File: src/hw/rtl/pcbc_pkg.sv
// package: types and constants of the point cloud block cull
`default_nettype none
package pcbc_pkg;

    localparam logic [1:0] OP_CLEAR = 2'd0;
    localparam logic [1:0] OP_MARK  = 2'd1;
    localparam logic [1:0] OP_PREV  = 2'd2;
    localparam logic [1:0] OP_DELTA = 2'd3;

    localparam logic [2:0] CFG_FOCAL_X  = 3'd0;
    localparam logic [2:0] CFG_FOCAL_Y  = 3'd1;
    localparam logic [2:0] CFG_CENTER_X = 3'd2;
    localparam logic [2:0] CFG_CENTER_Y = 3'd3;
    localparam logic [2:0] CFG_WIDTH    = 3'd4;

    localparam int DIV_BITS = 64;

    typedef struct packed {
        logic [1:0]         op;
        logic [11:0]        block_index;
        logic               has_delta;
        logic signed [31:0] point_x;
        logic signed [31:0] point_y;
        logic signed [31:0] point_z;
        logic [7:0]         color_red;
        logic [7:0]         color_green;
        logic [7:0]         color_blue;
    } in_item_t;

    typedef struct packed {
        logic signed [31:0] out_x;
        logic signed [31:0] out_y;
        logic signed [31:0] out_z;
        logic [7:0]         out_red;
        logic [7:0]         out_green;
        logic [7:0]         out_blue;
        logic               from_delta;
    } out_item_t;

endpackage
`default_nettype wire

File: src/hw/rtl/pcbc_div.sv
// unit: restoring divider, one quotient bit a cycle
`default_nettype none
module pcbc_div (
    input  wire logic        clk,
    input  wire logic        rst_n,
    input  wire logic        start,
    input  wire logic [63:0] dividend,
    input  wire logic [63:0] divisor,
    output logic             done,
    output logic [63:0]      quotient
);
    logic [63:0] rem_reg, rem_next;
    logic [63:0] quo_reg, quo_next;
    logic [63:0] den_reg;
    logic [6:0]  cnt_reg, cnt_next;
    logic        busy_reg, busy_next;
    logic [64:0] trial;

    always_comb
    begin
        rem_next = rem_reg;
        quo_next = quo_reg;
        cnt_next = cnt_reg;
        busy_next = busy_reg;
        trial = {rem_reg, quo_reg[63]} - {1'b0, den_reg};
        if (start)
        begin
            rem_next = '0;
            quo_next = dividend;
            cnt_next = 7'(pcbc_pkg::DIV_BITS);
            busy_next = 1'b1;
        end
        else if (busy_reg)
        begin
            if (!trial[64])
            begin
                rem_next = trial[63:0];
                quo_next = {quo_reg[62:0], 1'b1};
            end
            else
            begin
                rem_next = {rem_reg[62:0], quo_reg[63]};
                quo_next = {quo_reg[62:0], 1'b0};
            end
            cnt_next = cnt_reg - 7'd1;
            if (cnt_reg == 7'd1)
                busy_next = 1'b0;
        end
    end

    always_ff @(posedge clk or negedge rst_n)
    begin
        if (!rst_n)
        begin
            busy_reg <= 1'b0;
            cnt_reg <= '0;
        end
        else
        begin
            busy_reg <= busy_next;
            cnt_reg <= cnt_next;
        end
    end

    always_ff @(posedge clk)
    begin
        rem_reg <= rem_next;
        quo_reg <= quo_next;
        if (start)
            den_reg <= divisor;
    end

    assign done = busy_reg && (cnt_reg == 7'd1);
    assign quotient = {quo_reg[62:0], ~trial[64]};
endmodule
`default_nettype wire

File: config.mk
export PLATFORM = sky130hd
export DESIGN_NAME = pcbc_div
export DESIGN_NICKNAME = d
export VERILOG_FILES = /design/src/hw/rtl/pcbc_pkg.sv /design/src/hw/rtl/pcbc_div.sv
export SDC_FILE = /design/constraint.sdc
export NUM_CORES = 1
export LEC_CHECK = 0
export BUFFER_PORTS_ARGS = -buffer_cell sky130_fd_sc_hd__buf_2
export CORE_AREA = 3 3 160 162
export CTS_CLUSTER_DIAMETER = 40
export CTS_CLUSTER_SIZE = 40
export DETAILED_ROUTE_END_ITERATION = 6
export DIE_AREA = 0 0 163 165
export GPL_TIMING_DRIVEN = 0
export PLACE_DENSITY = 0.75
export SYNTH_ARGS = -nofsm -noshare
export SYNTH_HDL_FRONTEND = slang
export SYNTH_SLANG_ARGS = --single-unit
File: constraint.sdc
create_clock -name clk -period 3.4 [get_ports clk]
set_clock_uncertainty 0.15 [all_clocks]
set_input_delay 0.17 -clock clk [delete_from_list [all_inputs] [get_ports clk]]
set_output_delay 0.17 -clock clk [all_outputs]
set_load 0.01 [all_outputs]
### Word level (Yosys, flattened, before mapping)

Index checks and enable logic that the tools add are counted.

| word-level totals | value |
|---|---|
| RAM bits | 0 |
| output and inout port bits | 65 |
| memories kept | 0 |
| latch bits | 0 |
| bits in registers | 200 |
| bits in read-only memories | 0 |
| input bits | 131 |

| cells by class | value |
|---|---|
| add/sub/neg operators | 2 |
| reductions and logical operators | 2 |
| shift-type cells | 0 |
| $mul | 0 |
| muxes and demuxes | 9 |
| order comparisons | 0 |
| equal/unequal tests | 1 |
| bitwise gates (word level) | 1 |
| divide/modulo/power cells | 0 |

Operator list:

| cell | count |
|---|---|
| $mux 64 | 3 |
| $sub 65x64->65 | 1 |
| $mux 7 | 2 |
| $eq 7x1->1 const B | 1 |
| $sub 7x1->7 const B | 1 |
| $mux 1 | 4 |
| $reduce_bool 2->1 | 1 |
| $logic_and 1x1->1 | 1 |
| $not 1->1 | 1 |

### Logic depth before layout (Yosys ltp)

Gate-level depths: netlist (run 1).

| depth | value |
|---|---|
| depth after elaboration | 4 |
| gate-level depth with buffers | 15 |

### Least setup slack after synthesis (run 1)

OpenSTA, ideal clock, no wires.

| timing path | value |
|---|---|
| path kind | register -> register |
| from | register quo_reg[63] |
| to | register rem_reg[61] |
| stages on the path, launching flop included | 15 |
| setup slack | 24 ps |
| setup time | 103 ps |
| buffers on the path | 0 |
| period minus slack after synthesis | 3376 ps |
| data arrival time | 3123 ps |
| path through | edfxtp_1 > inv_1 > ha_1 > fa_1 > nand2b_1 > a21oi_2 > o41a_2 > o31ai_4 > a21oi_4 > a41oi_4 > o31ai_4 > xnor2_4 > inv_8 > mux2i_1 > a2111oi_2 |

| on the way | value |
|---|---|
| cells in the longest elaborated chain, start to end | 2 |

RTL lines:

| element | RTL line | RTL |
|---|---|---|
| start, declared | pcbc_div.sv:13 | `logic [63:0] quo_reg, quo_next;` |
| start signal, assigned | pcbc_div.sv:68 | `quo_reg <= quo_next;` |
| $sub 65x64->65 | pcbc_div.sv:25 | `trial = {rem_reg, quo_reg[63]} - {1'b0, den_reg};` |
| $mux 64 | pcbc_div.sv:35 | `if (!trial[64])` |
| end signal, assigned | pcbc_div.sv:67 | `rem_reg <= rem_next;` |
| end, declared | pcbc_div.sv:12 | `logic [63:0] rem_reg, rem_next;` |

No other way between the ends.
A chain may end at the register's enable or synchronous reset.

### Worst setup path after layout (run 1)

| timing path | value |
|---|---|
| from | register den_reg[0] |
| to | output port quotient[0] |

| on the way | value |
|---|---|
| cells in the longest elaborated chain, start to end | 2 |

RTL lines:

| element | RTL line | RTL |
|---|---|---|
| start, declared | pcbc_div.sv:14 | `logic [63:0] den_reg;` |
| start signal, assigned | pcbc_div.sv:70 | `den_reg <= divisor;` |
| $sub 65x64->65 | pcbc_div.sv:25 |  |
| $not 1->1 | pcbc_div.sv:74 | `assign quotient = {quo_reg[62:0], ~trial[64]};` |
| end, declared | pcbc_div.sv:10 | `output logic [63:0] quotient` |

No other way between the ends.

==> flow_summary_export.csv, run 1 <==
group,metric,value,unit
timing,period_share,1.04,
floorplan,start_util,0.518,
setup_path,required,3.08,ns
setup_path,cp.arrival,3.22,ns
placed_design,gp_congestion,0.988,
synth,ys_ff_latch,200,
timing,rsz0062_at_grt,"true",
synth,syn_area_per_cell,9.92,µm²
route,drt-vias-per-instance,5.67,
synth,synth_top_area_frac,0.306,
timing,maxSlewHeadroom,0.351,
min_path,hp-class,"in2reg",
floorplan,core,24200,µm²
clock_network,htree_levels,4,
pwr,p_per_area,445,nW/µm²
timing,worst_pin_slew,0.970,ns
timing,hold_slack,0.221,ns
grt,antenna_found_initial,0,
timing,hold_viol_final,0,
setup_path,rr_worst_depth,15,
timing,slew_violations,0,
synth,synth_top_area_cell,"edfxtp_1",
pwr,finalPower,7.27,mW
clock_network,cts_buffer_depth,2,
grt,grt_pass1_vias,11147,
clock_network,cts_sinks,200,
min_path,hold_depth,1,
route,drc_errors,0,
setup_path,crit_path_cell_trace,"ha_2 > fa_2 > nand2b_4 > a21oi_4 > o41a_4 > o31ai_4 > a21oi_4 > a41oi_4 > o31ai_4 > xnor2_4 > inv_8 > buf_12 > buf_6",
flow_run,maxCapViolCount,0,
floorplan,fp.dieH,165,µm
synth,ys_warn_count,0,
setup_path,crit_path_top_delay_cell,"fa_2",
synth,yosysSeqAreaShare,0.424,
route,drtAntennaViolNets,0,
floorplan,rows,57,
synth,synthCells,1266,
grt,grt_max_degree,70,
synth,ys_async_sr_fraction,0.0400,
setup_path,worst-path-buf-inv,3,
clock_network,numCtsBuffers,17,
synth,netlist_area,12600,µm²
grt,gr-usage-all-layers,0.261,
cells_and_area,ff_latch_area,5330,µm²
synth,synthDistinctLibCells,73,
setup_path,critPathTopFamily,"compound AO/OA/AOI/OAI gates",
grt,grt_pass1_wl,55.9,mm
grt,overflow,0,
route,firstDrtPassIters,6,
synth,synth_edf_count,128,
setup_path,max_stage_delay,0.39,ns
pwr,peakVddDrop,0.000353,V
route,avgRoutedWirePerCell,18.4,µm
synth,syn_nets,1464,
route,vias,11143,
clock_network,cts_tree,"built",
timing,fin_ws,-0.135,ns
cells_and_area,multi_input_area,6330,µm²
floorplan,die_w,163,µm
setup_path,startpoint_type,"register",
synth,ys_dominant_reg_cell,"edfxtp_1",
clock_network,root_buffer,"clkbuf_16",
setup_path,critPathKind,"reg2out",
route,drt_iter0_drc,878,
cells_and_area,nets,1825,
placed_design,dp_hpwl,23.7,mm
setup_path,cp-end-kind,"primary output",
route,finalWirelength,36.1,mm
placed_design,numPortBuffers,195,
floorplan,io_pins,196,
timing,setup_viol,55,
cells_and_area,area_growth,30.1,%
cells_and_area,antennaDiodeCount,0,
setup_path,path_depth,13,
cells_and_area,drive_gt1_frac,0.265,
clock_network,clk_pin_slew,0.09,ns
run_status,status,"finished, violations left",
pwr,leakage,6.81,nW
setup_path,worstPathMaxFanout,3,
timing,timing.final.crit_period,3.54,ns
cells_and_area,fillCellCount,1847,
floorplan,dieArea,26900,µm²
clock_network,clk_latency,0.45,ns
run_status,violations,"negative setup slack",
timing,fmax,0.283,GHz
synth,synthTopCellsByArea,"edfxtp_1, dfxtp_1, ha_1, mux2_2, mux2i_1",
kinds of logic after synthesis:
| family | share of synthesized area |
|---|---|
| compound gates | 0.161 |
| simple gates | 0.110 |
| buf+inv | 0.0909 |
| flops | 0.424 |
| mux | 0.101 |
| fa+ha+maj | 0.0673 |
| xor+xnor | 0.0454 |
path summary, 6_finish.rpt:
path / endpoint / slack (ns) / start
min in group asynchronous: cnt_reg[6] / 0.55 / rst_n
worst max register to register: rem_reg[46] / -0.11 / den_reg[0]
worst max-delay path: quotient[0] / -0.14 / den_reg[0]
worst min register to register: rem_reg[49] / 0.33 / rem_reg[49]
worst min-delay path: den_reg[16] / 0.22 / start
max in group asynchronous: cnt_reg[0] / 2.29 / rst_n
cell usage in the layout, fill, tap and decap left out, drive strengths merged, types with 8 or more instances in the layout:
cell type,n
o21a,9
ha,66
inv,99
nor2,97
a211oi,55
buf,287
dfxtp,64
dlygate4sd3,130
a21o,13
a31oi,12
mux2i,55
nand3,22
mux2,64
o21ai,62
nor2b,10
a21oi,82
edfxtp,128
nand2,85
nand4,20
nor3,24
dfrtp,8
xnor2,37
xor2,26
clkbuf,66
o21bai,14
area by class of cell:
class	count	area share
Inverter	91	0.0214
Tap cell	324	0.0248
Buffer	119	0.0486
Multi-Input combinational cell	851	0.387
Clock inverter	15	0.0132
Timing Repair Buffer	347	0.153
Sequential cell	200	0.326
Clock buffer	17	0.0260
per-layer routing:
layer | track usage | part of all wire
met1 | 0.316 | 0.40
met2 | 0.457 | 0.49
met3 | 0.0547 | 0.075
met4 | 0.0984 | 0.031
met5 | 0 | 0
synthesized netlist by cell type (22+ instances only):
cell type,count
xor2_1,26
nand3_1,22
dfxtp_1,64
ha_1,66
buf_4,65
inv_1,90
nor3_1,24
a21oi_1,80
nor2_1,97
clkbuf_1,52
mux2_2,64
mux2i_1,55
o21ai_0,50
xnor2_1,36
edfxtp_1,128
a211oi_1,55
nand2_1,85
where the power goes:
| group | total (mW) | internal [mW] | switching [mW] |
|---|---|---|---|
| registers | 3.06 | 2.88 | 0.180 |
| clock network | 2.20 | 1.04 | 1.17 |
| logic | 2.01 | 0.943 | 1.07 |
| total | 7.27 | 4.86 | 2.41 |
through the flow:
stage          setup TNS [ns]  instance area (µm²)   util  worst slack [ns]  std cells
4_1_cts                -0.917                16200  0.666            -0.138       1965
3_5_place_dp           -27.45                14000  0.576            -0.492       1786
2_1_floorplan               0                12600      -            0.0236       1266
6_report                -2.88                16300  0.674            -0.135       1964
5_1_grt                -11.58                16300  0.674            -0.266       1964
3_3_place_gp          -114.29                13900  0.575             -1.35       1785
what timing repair did:
action                                  in CTS  in global routing
endpoints found under the setup margin      66                 66
hold buffers                               130                  0
pin swaps                                   39                 14
hold endpoints to repair                   136                  0
resized for setup                           23                 28
buffers inserted                            18                  1
gates cloned                                 0                  2
(Power assumes the default switching activity.)
==> inputs of run 2 (changes only) <==
--- a/config.mk
+++ b/config.mk
@@ -8,3 +8,3 @@
 export BUFFER_PORTS_ARGS = -buffer_cell sky130_fd_sc_hd__buf_2
-export CORE_AREA = 3 3 160 162
+export CORE_AREA = 8 8 165 167
 export CTS_CLUSTER_DIAMETER = 40
@@ -12,3 +12,3 @@
 export DETAILED_ROUTE_END_ITERATION = 6
-export DIE_AREA = 0 0 163 165
+export DIE_AREA = 0 0 173 175
 export GPL_TIMING_DRIVEN = 0
--- a/constraint.sdc
+++ b/constraint.sdc
@@ -4,2 +4,2 @@
 set_output_delay 0.17 -clock clk [all_outputs]
-set_load 0.01 [all_outputs]
+set_load 0.05 [all_outputs]
==> run 2 against run 1 <==
The run still ends with negative setup slack left. Clock power barely moved. Worst setup slack worse by 0.087 ns. Final cell count is 0.71% higher. Die area up 13%. Maximum frequency decreased by 2.4%. Power up 4.7%. Count of clock-buffer cells in the layout unchanged. Non-clock buffer count up 6. Sequential power barely moved. Global-route usage down 2.2 points. Sequential share of layout area decreased by 0.30 points. Combinational power grew 18%.
==> flow_summary_export.csv, run 2 (synthesis results as in run 1) <==
group,metric,value,unit
run_status,status,"finished, violations left",
run_status,violations,"negative setup slack",
clock_network,clk_pin_slew,0.09,ns
route,drt-vias-per-instance,5.61,
min_path,hp-class,"in2reg",
route,drtAntennaViolNets,0,
route,vias,11105,
timing,setup_viol,44,
pwr,switching_share,0.360,
grt,overflow,0,
clock_network,htree_levels,4,
timing,hold_slack,0.236,ns
timing,timing.final.crit_period,3.62,ns
flow_run,maxCapViolCount,0,
route,drt_iter0_drc,599,
setup_path,cp.arrival,3.30,ns
timing,fmax,0.276,GHz
grt,grt_max_degree,70,
route,finalWirelength,37.2,mm
grt,antenna_found_initial,2,
clock_network,numCtsBuffers,17,
pwr,finalPower,7.62,mW
setup_path,critPathKind,"reg2out",
setup_path,cp-end-kind,"primary output",
clock_network,cts_buffer_depth,2,
timing,fin_ws,-0.222,ns
clock_network,root_buffer,"clkbuf_16",
timing,maxSlewHeadroom,0.346,
timing,rsz0062_at_grt,"true",
placed_design,gp_congestion,0.912,
grt,gr-usage-all-layers,0.239,
route,firstDrtPassIters,5,
floorplan,core,24700,µm²
placed_design,placed_cells,1792,
placed_design,dp_hpwl,25.5,mm
pwr,clkPwrFrac,0.286,
cells_and_area,layout.cells.non_filler,1978,
timing,hold_viol_final,0,
setup_path,crit_path_cell_trace,"ha_2 > fa_2 > nand2b_4 > a21oi_4 > o41a_4 > o31ai_4 > a21oi_4 > a41oi_4 > o31ai_4 > xnor2_4 > inv_8 > buf_12 > buf_12",
setup_path,startpoint_type,"register",
pwr,p_int,4.88,mW
cells_and_area,mostFrequentLayoutCell,"buf_2",
floorplan,die_w,173,µm
timing,worst_pin_slew,0.978,ns
grt,grt_pass1_wl,58.9,mm
clock_network,clk_latency,0.45,ns
pwr,switchingPower,2.74,mW
cells_and_area,ff_latch_area,5330,µm²
cells_and_area,final_cell_mix,"buf_2, dlygate4sd3_1, edfxtp_1",
floorplan,dieArea,30300,µm²
route,avgRoutedWirePerCell,18.8,µm
cells_and_area,drive_gt1_frac,0.275,
grt,grt_pass1_vias,11260,
floorplan,rows,58,
cells_and_area,area_growth,31.3,%
placed_design,numPortBuffers,195,
cells_and_area,multi_input_area,6350,µm²
cells_and_area,fillCellCount,1890,
floorplan,start_util,0.509,
setup_path,required,3.08,ns
clock_network,cts_tree,"built",
route,drc_errors,0,
setup_path,worstPathMaxFanout,10,
floorplan,io_pins,196,
setup_path,critPathTopFamily,"compound AO/OA/AOI/OAI gates",
setup_path,worst-path-buf-inv,3,
timing,period_share,1.07,
clock_network,cts_sinks,200,
pwr,pwr-share-seq,0.402,
pwr,p_per_area,462,nW/µm²
timing,slew_violations,0,
pwr,combPwrFrac,0.312,
floorplan,fp.dieH,175,µm
cells_and_area,nets,1831,
pwr,peakVddDrop,0.000296,V
setup_path,max_stage_delay,0.39,ns
pwr,leakage,6.87,nW
setup_path,crit_path_top_delay_cell,"edfxtp_1",
==> run 2: per-layer routing <==
layer | track usage | share of wire
met5 | 0 | 0
met4 | 0.0859 | 0.027
met3 | 0.0611 | 0.075
met2 | 0.399 | 0.47
met1 | 0.295 | 0.43
==> run 2: worst paths after layout <==
| check | slack (ns) | from | cells after the start | end |
|---|---|---|---|---|
| hold / removal | 0.24 | start | 1 | den_reg[6] |
| hold reg to reg | 0.33 | rem_reg[49] | 2 | rem_reg[49] |
| max in group asynchronous | 1.75 | rst_n | 4 | cnt_reg[4] |
| min in group asynchronous | 0.54 | rst_n | 3 | cnt_reg[6] |
| setup reg to reg | -0.19 | den_reg[0] | 16 | rem_reg[36] |
| setup / recovery | -0.22 | den_reg[0] | 13 | quotient[0] |
==> run 2: worst reg2reg max path, cell delays in order, from the launching register on <==
cell,delay [ns]
edfxtp_1,0.39
ha_2,0.20
fa_2,0.34
nand2b_4,0.17
a21oi_4,0.19
o41a_4,0.18
o31ai_4,0.07
a21oi_4,0.23
a41oi_4,0.17
o31ai_4,0.35
xnor2_4,0.20
inv_8,0.07
buf_4,0.14
clkbuf_16,0.17
buf_12,0.14
mux2i_1,0.12
a211oi_1,0.22
==> run 2: what timing repair did <==
item / in CTS / in global routing
gates cloned: 4 / 1
resized for setup: 35 / 42
buffers inserted: 17 / 6
hold buffers: 131 / 0
setup endpoints to repair: 66 / 66
hold endpoints to repair: 136 / 0
pin swaps: 44 / 18
==> run 2: final cells by class <==
| cell class | instances | share of cell area |
|---|---|---|
| diodes | 2 | 0.000303 |
| plain buffers | 119 | 0.0482 |
| clock buffers | 17 | 0.0258 |
| clock inverters | 15 | 0.0121 |
| inverters | 91 | 0.0212 |
| multi-input cells | 851 | 0.385 |
| flip-flops and latches | 200 | 0.323 |
| well taps | 330 | 0.0250 |
| repair buffers | 353 | 0.160 |
==> run 2: power groups by stage <==
stage                     Combinational (mW)  Sequential, mW  Clock (mW)
after floorplan                         1.63            3.04           0
after global placement                  2.06            3.09           0
after detailed placement                2.11            3.10           0
after CTS                               2.29            3.05        2.20
after global routing                    2.56            3.09        2.28
final                                   2.38            3.06        2.18
==> run 2: per-stage QoR <==
stage	instance area, µm²	setup WS [ns]	TNS [ns]	utilization
2_1_floorplan	12600	0.000474	0	-
3_5_place_dp	14000	-0.637	-26.43	0.566
3_3_place_gp	14000	-1.44	-115.02	0.565
6_report	16500	-0.222	-4.19	0.669
5_1_grt	16500	-0.275	-8.63	0.669
4_1_cts	16300	-0.247	-4.60	0.660
==> inputs of run 3 (changes only) <==
--- a/config.mk
+++ b/config.mk
@@ -8,3 +8,5 @@
 export BUFFER_PORTS_ARGS = -buffer_cell sky130_fd_sc_hd__buf_2
-export CORE_AREA = 8 8 165 167
+export CELL_PAD_IN_SITES_DETAIL_PLACEMENT = 1
+export CELL_PAD_IN_SITES_GLOBAL_PLACEMENT = 2
+export CORE_AREA = 8 8 205 207
 export CTS_CLUSTER_DIAMETER = 40
@@ -12,3 +14,3 @@
 export DETAILED_ROUTE_END_ITERATION = 6
-export DIE_AREA = 0 0 173 175
+export DIE_AREA = 0 0 213 215
 export GPL_TIMING_DRIVEN = 0
--- a/constraint.sdc
+++ b/constraint.sdc
@@ -4,2 +4,2 @@
 set_output_delay 0.17 -clock clk [all_outputs]
-set_load 0.05 [all_outputs]
+set_load 0.01 [all_outputs]
==> run 3 against run 2 <==
The flow still finishes with violations (negative setup slack). Routed wire length up 14%. Critical path type unchanged. Worst hold slack about the same. Final cell count up 9.7%. Critical endpoint unchanged. Register-to-register slack worse by 0.03 ns. Non-clock buffer count down 4.
==> flow_summary_export.csv, run 3 (synthesis results as in run 1) <==
group,metric,value,unit
setup_path,rr_worst_depth,16,
cells_and_area,drive_gt1_frac,0.275,
grt,grt_max_degree,65,
placed_design,placed_cell_area,14200,µm²
grt,grt_pass1_wl,66.7,mm
grt,grt.met3_usage,0.0555,
setup_path,cp.arrival,3.37,ns
setup_path,cp-end-kind,"primary output",
clock_network,clk_latency,0.50,ns
timing,tns,-10.09,ns
grt,antenna_found_initial,3,
clock_network,clk_pin_slew,0.08,ns
route,finalWirelength,42.4,mm
cells_and_area,fillCellCount,4400,
setup_path,max_stage_delay,0.40,ns
timing,period_share,1.08,
timing,worst_pin_slew,1.01,ns
min_path,hp-class,"in2reg",
pwr,p_per_area,437,nW/µm²
setup_path,r2r-start,"quo_reg[63]",
route,drt_iter0_drc,466,
setup_path,worst-path-buf-inv,4,
clock_network,cts_tree,"built",
grt,gr-usage-all-layers,0.187,
timing,rsz0062_at_grt,"true",
floorplan,start_util,0.322,
floorplan,dieArea,45800,µm²
pwr,peakVddDrop,0.000787,V
placed_design,gp_congestion,0.817,
grt,grt_pass1_vias,11737,
route,firstDrtPassIters,4,
route,drc_errors,0,
cells_and_area,final_cell_mix,"buf_2, dlygate4sd3_1, edfxtp_1",
cells_and_area,area_growth,33.1,%
cells_and_area,layout.cells.non_filler,2170,
placed_design,dp_hpwl,30.3,mm
flow_run,maxCapViolCount,0,
setup_path,critPathKind,"reg2out",
floorplan,io_pins,196,
clock_network,numCtsBuffers,17,
setup_path,crit_path_cell_trace,"inv_2 > ha_4 > fa_2 > nand2b_4 > a21oi_4 > o41a_4 > o31ai_4 > a21oi_4 > a41oi_4 > o31ai_4 > xnor2_4 > inv_8 > buf_12 > buf_6",
setup_path,crit_path_top_delay_cell,"edfxtp_1",
timing,setup_viol,65,
route,vias,10779,
clock_network,cts_sinks,200,
route,drt-vias-per-instance,4.97,
placed_design,placed_cells,1987,
grt,overflow,0,
min_path,holdPathEnd,"den_reg[20]",
placed_design,numPortBuffers,195,
timing,maxSlewHeadroom,0.325,
min_path,min_from,"divisor[20]",
setup_path,regToRegSetupSlack,-0.22,ns
timing,fmax,0.271,GHz
clock_network,htree_levels,4,
timing,hold_slack,0.236,ns
floorplan,fp.dieH,215,µm
setup_path,worstPathMaxFanout,2,
grt,busiest_layer,"met2",
clock_network,cts_buffer_depth,2,
setup_path,required,3.08,ns
run_status,status,"finished, violations left",
timing,timing.final.crit_period,3.69,ns
cells_and_area,mostFrequentLayoutCell,"buf_2",
route,avgRoutedWirePerCell,19.6,µm
placed_design,pre_cts_slack,-0.930,ns
setup_path,critPathTopFamily,"compound AO/OA/AOI/OAI gates",
timing,fin_ws,-0.289,ns
floorplan,rows,73,
floorplan,core,39000,µm²
pwr,leakage,6.86,nW
setup_path,startpoint_type,"register",
cells_and_area,nets,1827,
run_status,violations,"negative setup slack",
timing,hold_viol_final,0,
grt,grtUsageMet1,0.235,
setup_path,worstReg2RegEnd,"rem_reg[21]",
floorplan,die_w,213,µm
grt,met2_usage,0.305,
timing,slew_violations,0,
route,drtAntennaViolNets,0,
min_path,hold_depth,2,
cells_and_area,final_area,16700,µm²
clock_network,root_buffer,"clkbuf_16",
[run 3: changes by cell type in the layout (fill, tap and decap cells not counted), moves of 3 or more]
cell and delta:
a31oi_4 +3, inv_12 -6, mux2i_2 -3, a21oi_1 -4, ha_1 +5, a211oi_1 +4, a21oi_2 +3, a211oi_2 -5
ha_2 -5
[run 3: how the worst max path moves through the flow]
stage / end / cells past startpoint / startpoint
4_1_cts: quotient[0] / 14 / quo_reg[63]
3_5_place_dp: rem_reg[61] / 11 / den_reg[27]
3_3_place_gp: quo_reg[56] / 4 / start
6_report: quotient[0] / 14 / quo_reg[63]
2_1_floorplan: rem_reg[61] / 14 / quo_reg[63]
5_1_grt: quotient[0] / 14 / quo_reg[63]
[run 3: worst register-to-register path, delay by kind of cell (launching register included)]
| kind | cells | cell delay [ns] |
|---|---|---|
| mux | 1 | 0.26 |
| buf+inv | 4 | 0.53 |
| fa+ha+maj | 2 | 0.56 |
| simple gates | 1 | 0.17 |
| flops | 1 | 0.40 |
| xor+xnor | 1 | 0.15 |
| compound gates | 7 | 1.25 |
[run 3: metrics by stage]
stage | power (mW) | utilization
floorplan | 4.34 | -
global placement | 4.89 | 0.364
detailed placement | 4.93 | 0.365
CTS | 7.34 | 0.424
global route | 7.73 | 0.429
finish | 7.32 | 0.429
[run 3: per-layer routing]
metal / share of wire / routed length (µm) / vias to the layer above
li1: - / - / 5254
met1: 0.45 / 19100 / 5276
met2: 0.47 / 20200 / 191
met3: 0.053 / 2260 / 56
met4: 0.021 / 872 / 2
met5: 0.00031 / 13 / -
[run 3: where the power goes]
part           total (mW)  internal, mW  switching [mW]  leakage, nW
clock                2.18          1.06            1.12        0.302
combinational        2.08         0.962            1.12         4.64
sequential           3.06          2.88           0.177         1.92
total                7.32          4.91            2.41         6.86
[run 3: final cells by class]
cell class | instances | area, µm² | area share
inverters | 91 | 352 | 0.0210
repair buffers | 350 | 2540 | 0.152
flip-flops and latches | 200 | 5330 | 0.318
multi-input cells | 851 | 6420 | 0.384
diodes | 3 | 7.51 | 0.000449
plain buffers | 118 | 796 | 0.0476
clock inverters | 15 | 198 | 0.0118
well taps | 525 | 657 | 0.0393
clock buffers | 17 | 425 | 0.0254
[run 3: what timing repair did]
action                                  in CTS  in global routing
pin swaps                                   17                 18
resized for setup                           35                 45
cloned                                       2                  0
hold buffers                               131                  0
setup buffers                               18                  7
endpoints found under the hold margin      163                  0
endpoints found under the setup margin      66                 66
